`config.mk`:
```
export PLATFORM = sky130hd
export DESIGN_NAME = gtrav_out_reg
export DESIGN_NICKNAME = d
export VERILOG_FILES = /design/src/rtl/core/gtrav_pkg.sv /design/src/rtl/core/gtrav_out_reg.sv
export SDC_FILE = /design/constraint.sdc
export NUM_CORES = 1
export LEC_CHECK = 0
export ABC_AREA = 1
export BUFFER_PORTS_ARGS = -buffer_cell sky130_fd_sc_hd__buf_2
export CORE_AREA = 4 4 41 43
export CTS_BUF_LIST = sky130_fd_sc_hd__clkbuf_4
export DETAILED_ROUTE_END_ITERATION = 10
export DIE_AREA = 0 0 45 47
export GPL_TIMING_DRIVEN = 1
export HOLD_SLACK_MARGIN = 0.02
export MAX_ROUTING_LAYER = met4
export PLACE_DENSITY = 0.62
export SLEW_MARGIN = 20
export SYNTH_ARGS = -nofsm -noshare
export SYNTH_HDL_FRONTEND = slang
export SYNTH_SLANG_ARGS = --single-unit
```
`constraint.sdc`:
```
create_clock -name aclk -period 1.6 [get_ports aclk]
set_input_delay 0.32 -clock aclk [delete_from_list [all_inputs] [get_ports aclk]]
set_output_delay 0.32 -clock aclk [all_outputs]
set_load 0.01 [all_outputs]
```
`src/rtl/core/gtrav_pkg.sv`:
```
`default_nettype none

package gtrav_pkg;

    // Field widths fixed by the item format
    localparam int CMD_W    = 2;
    localparam int VERTEX_W = 6;
    localparam int STATUS_W = 2;
    localparam int VCOUNT_W = 7;

    // Defaults for the top-level parameters
    localparam int DEF_MAX_VERTICES     = 32;
    localparam int DEF_MAX_EDGE_ENTRIES = 256;

    // Vertex count after reset, clipped to the vertex capacity
    localparam int VCOUNT_DEFAULT = 32;

    // Command codes
    localparam logic [CMD_W-1:0] CMD_ADD_EDGE = 2'd0;
    localparam logic [CMD_W-1:0] CMD_BFS      = 2'd1;
    localparam logic [CMD_W-1:0] CMD_DFS      = 2'd2;
    localparam logic [CMD_W-1:0] CMD_NONE     = 2'd3;

    // Result status codes
    localparam logic [STATUS_W-1:0] ST_OK    = 2'd0;
    localparam logic [STATUS_W-1:0] ST_RANGE = 2'd1;
    localparam logic [STATUS_W-1:0] ST_FULL  = 2'd2;

    typedef struct packed {
        logic [CMD_W-1:0]    cmd;
        logic [VERTEX_W-1:0] vertex_a;
        logic [VERTEX_W-1:0] vertex_b;
    } in_item_t;

    typedef struct packed {
        logic [VERTEX_W-1:0] visited_vertex;
        logic                last;
        logic [STATUS_W-1:0] status;
    } out_item_t;

endpackage

`default_nettype wire

```
`src/rtl/core/gtrav_out_reg.sv`:
```
`default_nettype none

module gtrav_out_reg (
    input  wire                   aclk,
    input  wire                   aresetn,
    input  wire                   in_valid,
    output logic                  in_ready,
    input  gtrav_pkg::out_item_t  in_data,
    output logic                  m_valid,
    input  wire                   m_ready,
    output gtrav_pkg::out_item_t  m_data
);

    logic                 valid_reg;
    logic                 valid_next;
    gtrav_pkg::out_item_t data_reg;

    // Take a new item whenever the register is empty or being drained
    assign in_ready   = !valid_reg || m_ready;
    assign valid_next = in_ready ? in_valid : valid_reg;

    always_ff @(posedge aclk) begin
        if (!aresetn) begin
            valid_reg <= 1'b0;
        end else begin
            valid_reg <= valid_next;
        end
    end

    always_ff @(posedge aclk) begin
        if (in_ready && in_valid) begin
            data_reg <= in_data;
        end
    end

    assign m_valid = valid_reg;
    assign m_data  = data_reg;

endmodule

`default_nettype wire

```
==> flow_metrics.tcl, run 1 <==
set metrics [dict create \
    min_period_ns 1.14 \
    critical_path.max_fanout 3 \
    ctsHoldBuffers 0 \
    endpoint_kind "output pin" \
    netlist_area_sq_um 322 \
    synth_nets 29 \
    final_cells 59 \
    place_congestion 0.621 \
    stdcell_area_sq_um 489 \
    dpl_cell_area_sq_um 463 \
    startpoint_type "flop" \
    outcome "finished, final reports clean" \
    synth_cell_types 7 \
    overflow 0 \
    hold_path_class "in -> reg" \
    synthCells 16 \
    tns_ns 0 \
    dp_hpwl_um 538 \
    yosys_warnings 0 \
    ir_drop_v 0.000513 \
    wl_um 643 \
    drive_above_1_share 0.682 \
    io_pins 24 \
    fin_util 0.376 \
    p_leak_nw 0.226 \
    post_synth.cell_area_avg_sq_um 20.1 \
    drc 0 \
    synth_top_area_share 0.840 \
    clk_latency_ns 0.26 \
    clk_path_buf_depth 2 \
    antenna_found_initial 0 \
    die_x_um 45 \
    synth_top_area_cell "edfxtp_1" \
    clock_tree.root_cell "clkbuf_4" \
    cp_data_arrival_time_ns 0.82 \
    fillers 144 \
    syn_to_final_growth_pct 52.1 \
    grt_pass1_wl_um 945 \
    clkTransAtPathRegs_ns 0.07 \
    seq_area_frac_synth 0.903 \
    die-area_sq_um 2120 \
    cts_setup_buffers 0 \
    hold_violations 0 \
    cts_tree "built" \
    track_usage 0.0763 \
    cts.repair.resized 0 \
    htree_levels 1 \
    drv_cap 0 \
    start_util 0.247 \
    worstPathRequired_ns 1.28 \
    final_nets 58 \
    synth.area.top_cells "edfxtp_1 84%, dfxtp_1 6.2%, a21oi_2 2.7%" \
    antenna_cells 0 \
    cts.sinks 10 \
    drt-pass1-iter-count 2 \
    grt_max_degree 10 \
    rows 13 \
    rsz0062_at_grt "false" \
    ant_nets 0 \
    timing.final.crit_share 0.712 \
    core_sq_um 1300 \
    powerDensity_nw_per_um2 1070 \
    slew-limit-headroom 0.923 \
    routed-via-count 219 \
    synth-seq-cells 10 \
    first_global_vias 221 \
    port_buffers 23 \
    die-height_um 47 \
    cts_buffers 3 \
    dp.cells 55 \
    max_freq_ghz 0.878 \
    skew_ns 0.00906 \
    tightest_slew_ns 0.116 \
    worstSetupPathType "reg -> out" \
    slew_violations 0 \
    setup_viol 0 \
    post_drt_wl_per_cell_um 10.9 \
    timing.hold.ws_ns 0.233 \
    drt_iter0_drc 2 \
    post_drt_via_cell_ratio 3.71 \
]
==> final cells by class <==
class                   instances  area [sq um]  area share
flip-flops and latches         10           290       0.593
repair buffers                 24           123       0.251
clock buffers                   3          22.5      0.0460
multi-input cells               3          20.0      0.0409
well taps                      15          18.8      0.0384
inverters                       3          11.3      0.0230
clock inverters                 1          3.75     0.00767
==> kinds of logic after synthesis <==
logic type | share of synthesized area
buf+inv | 0.0350
compound gates | 0.0428
flops | 0.903
simple gates | 0.0195
==> power by group <==
part / total (W) / switching, W / leakage, nW / internal [W]
Combinational: 0.0000511 / 0.0000263 / 0.115 / 0.0000248
Sequential: 0.000307 / 0.00000409 / 0.0954 / 0.000302
Clock: 0.000167 / 0.0000770 / 0.0154 / 0.0000895
Total: 0.000524 / 0.000107 / 0.226 / 0.000417
==> worst paths after layout <==
check	startpoint	end	slack (ns)	cells after the start
max reg2reg	m_valid	m_data[6]	0.65	2
max	m_valid	in_ready	0.46	2
min	in_data[2]	m_data[2]	0.23	1
min reg2reg	m_valid	m_valid	0.49	2
==> worst max-delay path: stages (launching register included) <==
cell,delay [ns]
dfxtp_1,0.36
nand2_2,0.07
buf_2,0.14
==> state kept, by name, indices dropped and copies added (netlist names) <==
name     count
m_valid      1
m_data       9
==> metal layers <==
metal / wire (um) / global-route usage / vias up
li1: - / - / 113
met5: 0 / - / -
met2: 297 / 0.105 / 15
met4: 12 / 0.0877 / 0
met1: 261 / 0.0714 / 89
met3: 71 / 0.0383 / 2
==> cell usage in the layout (no fill, tap or decap) <==
cell type / n
a21oi_1: 1
a21oi_2: 1
buf_2: 23
buf_4: 1
clkbuf_4: 3
clkinv_1: 1
dfxtp_1: 1
edfxtp_1: 9
inv_1: 2
inv_2: 1
nand2_2: 1
==> per-stage QoR <==
step | setup WS [ns] | power [W]
after floorplan | 0.352 | 0.000331
after global placement | 0.564 | 0.000364
final | 0.461 | 0.000524
after detailed placement | 0.561 | 0.000365
after global routing | 0.412 | 0.000551
after CTS | 0.446 | 0.000532
==> Yosys cell counts <==
master and number:
nand2_2 1, inv_1 2, a21oi_2 1, dfxtp_1 1, a21oi_1 1, edfxtp_1 9, inv_2 1
No activity file was read; power rests on OpenSTA's default activity.
==> inputs of run 2 (changes only) <==
==> constraint.sdc (replaced) <==
create_clock -name aclk -period 1.17 [get_ports aclk]
set_input_delay 0.234 -clock aclk [delete_from_list [all_inputs] [get_ports aclk]]
set_output_delay 0.234 -clock aclk [all_outputs]
set_load 0.01 [all_outputs]
==> run 2 against run 1 <==
Clock skew shrank 0.0018 ns. Sequential power up 37%. Setup slack worse by 0.38 ns. Largest cell class unchanged. Utilization rose by 0.58 points. Register-to-register slack got worse by 0.42 ns. Clock power grew 54%. Combinational power rose by 39%.
==> flow_metrics.tcl, run 2 (synthesized netlist as in run 1, its figures left out) <==
set metrics [dict create \
    ctsHoldBuffers 0 \
    cts_setup_buffers 0 \
    grt_pass1_wl_um 1000 \
    startpoint_type "flop" \
    port_buffers 23 \
    skew_ns 0.00729 \
    drc 0 \
    clkTransAtPathRegs_ns 0.06 \
    post_drt_wl_per_cell_um 11.1 \
    antenna_found_initial 0 \
    dp_hpwl_um 563 \
    wl_um 656 \
    post_drt_via_cell_ratio 3.85 \
    cts_tree "built" \
    largest_reg_flops 9 \
    powerDensity_nw_per_um2 1510 \
    rows 13 \
    track_usage 0.0788 \
    drt-pass1-iter-count 2 \
    cts.repair.resized 0 \
    slew-limit-headroom 0.902 \
    clock_tree.root_cell "clkbuf_4" \
    ant_nets 0 \
    hold_violations 0 \
    slew_violations 0 \
    die-height_um 47 \
    ir_drop_v 0.000482 \
    outcome "finished, final reports clean" \
    first_global_vias 244 \
    cts.sinks 10 \
    clk_latency_ns 0.26 \
    syn_to_final_growth_pct 54.5 \
    die-area_sq_um 2120 \
    drt_iter0_drc 2 \
    cts_buffers 3 \
    final_common_cell "buf_2" \
    setup_viol 0 \
    rsz0062_at_grt "false" \
    cp_data_arrival_time_ns 0.85 \
    drive_above_1_share 0.727 \
    overflow 0 \
    clk_path_buf_depth 2 \
    htree_levels 1 \
    worstPathRequired_ns 0.94 \
    place_congestion 0.619 \
    worstSetupPathType "reg -> out" \
    hold_path_class "in -> reg" \
    core_sq_um 1300 \
    tns_ns 0 \
    dp.cells 55 \
    antenna_cells 0 \
    min_period_ns 1.09 \
    drv_cap 0 \
    endpoint_kind "output pin" \
    timing.final.crit_share 0.930 \
    grt_max_degree 10 \
    routed-via-count 227 \
    tightest_slew_ns 0.148 \
    final_cells 59 \
    io_pins 24 \
    die_x_um 45 \
    start_util 0.247 \
    max_freq_ghz 0.919 \
    p_leak_nw 0.229 \
    timing.hold.ws_ns 0.149 \
    final_nets 58 \
    layout_common_cells "23 x buf_2, 9 x edfxtp_1, 4 x clkbuf_4" \
    critical_path.max_fanout 3 \
]
[run 2: cell types whose count changed in the layout (fill, tap and decap cells not counted), sizes merged]
cell	before	now
clkbuf	3	4
clkinv	1	0
[run 2: cell type report]
type | instances | area, sq um
inverter | 3 | 11.3
timing repair buffer | 24 | 123
clock buffer | 4 | 30.0
sequential | 10 | 290
multi-input combinational | 3 | 23.8
fill | 141 | 805
tap | 15 | 18.8
[run 2: power by group]
part	leakage, nW	internal [W]	switching (W)
sequential	0.0954	0.000414	0.00000638
clock	0.0184	0.000154	0.000104
combinational	0.115	0.0000344	0.0000366
total	0.229	0.000602	0.000147
[run 2: worst paths after layout]
path / startpoint / to / slack (ns) / depth (start not counted)
worst max-delay path: m_valid / in_ready / 0.08 / 2
worst min register to register: m_valid / m_valid / 0.51 / 2
worst max register to register: m_valid / m_data[2] / 0.23 / 2
worst min-delay path: in_data[8] / m_data[8] / 0.15 / 1
[run 2: through the flow]
| stage | total power, W | utilization | setup slack [ns] | instance area (sq um) |
|---|---|---|---|---|
| CTS | 0.000765 | 0.382 | 0.0659 | 497 |
| finish | 0.000749 | 0.382 | 0.0823 | 497 |
| floorplan | 0.000455 | - | 0.126 | 325 |
| global route | 0.000788 | 0.382 | 0.0213 | 497 |
| detailed placement | 0.000501 | 0.359 | 0.229 | 467 |
| global placement | 0.000498 | 0.359 | 0.241 | 467 |
[run 2: layer usage]
layer | vias to the layer above | global-route usage | routed length (um)
li1 | 112 | - | -
met3 | 0 | 0.0421 | 98
met5 | - | - | 0
met2 | 15 | 0.127 | 355
met1 | 100 | 0.0643 | 201
met4 | 0 | 0.0702 | 0
[run 2: worst max-delay path, cell delays in order (launching register included)]
cell and delay (ns):
dfxtp_1 0.38, nand2_2 0.08, buf_2 0.14
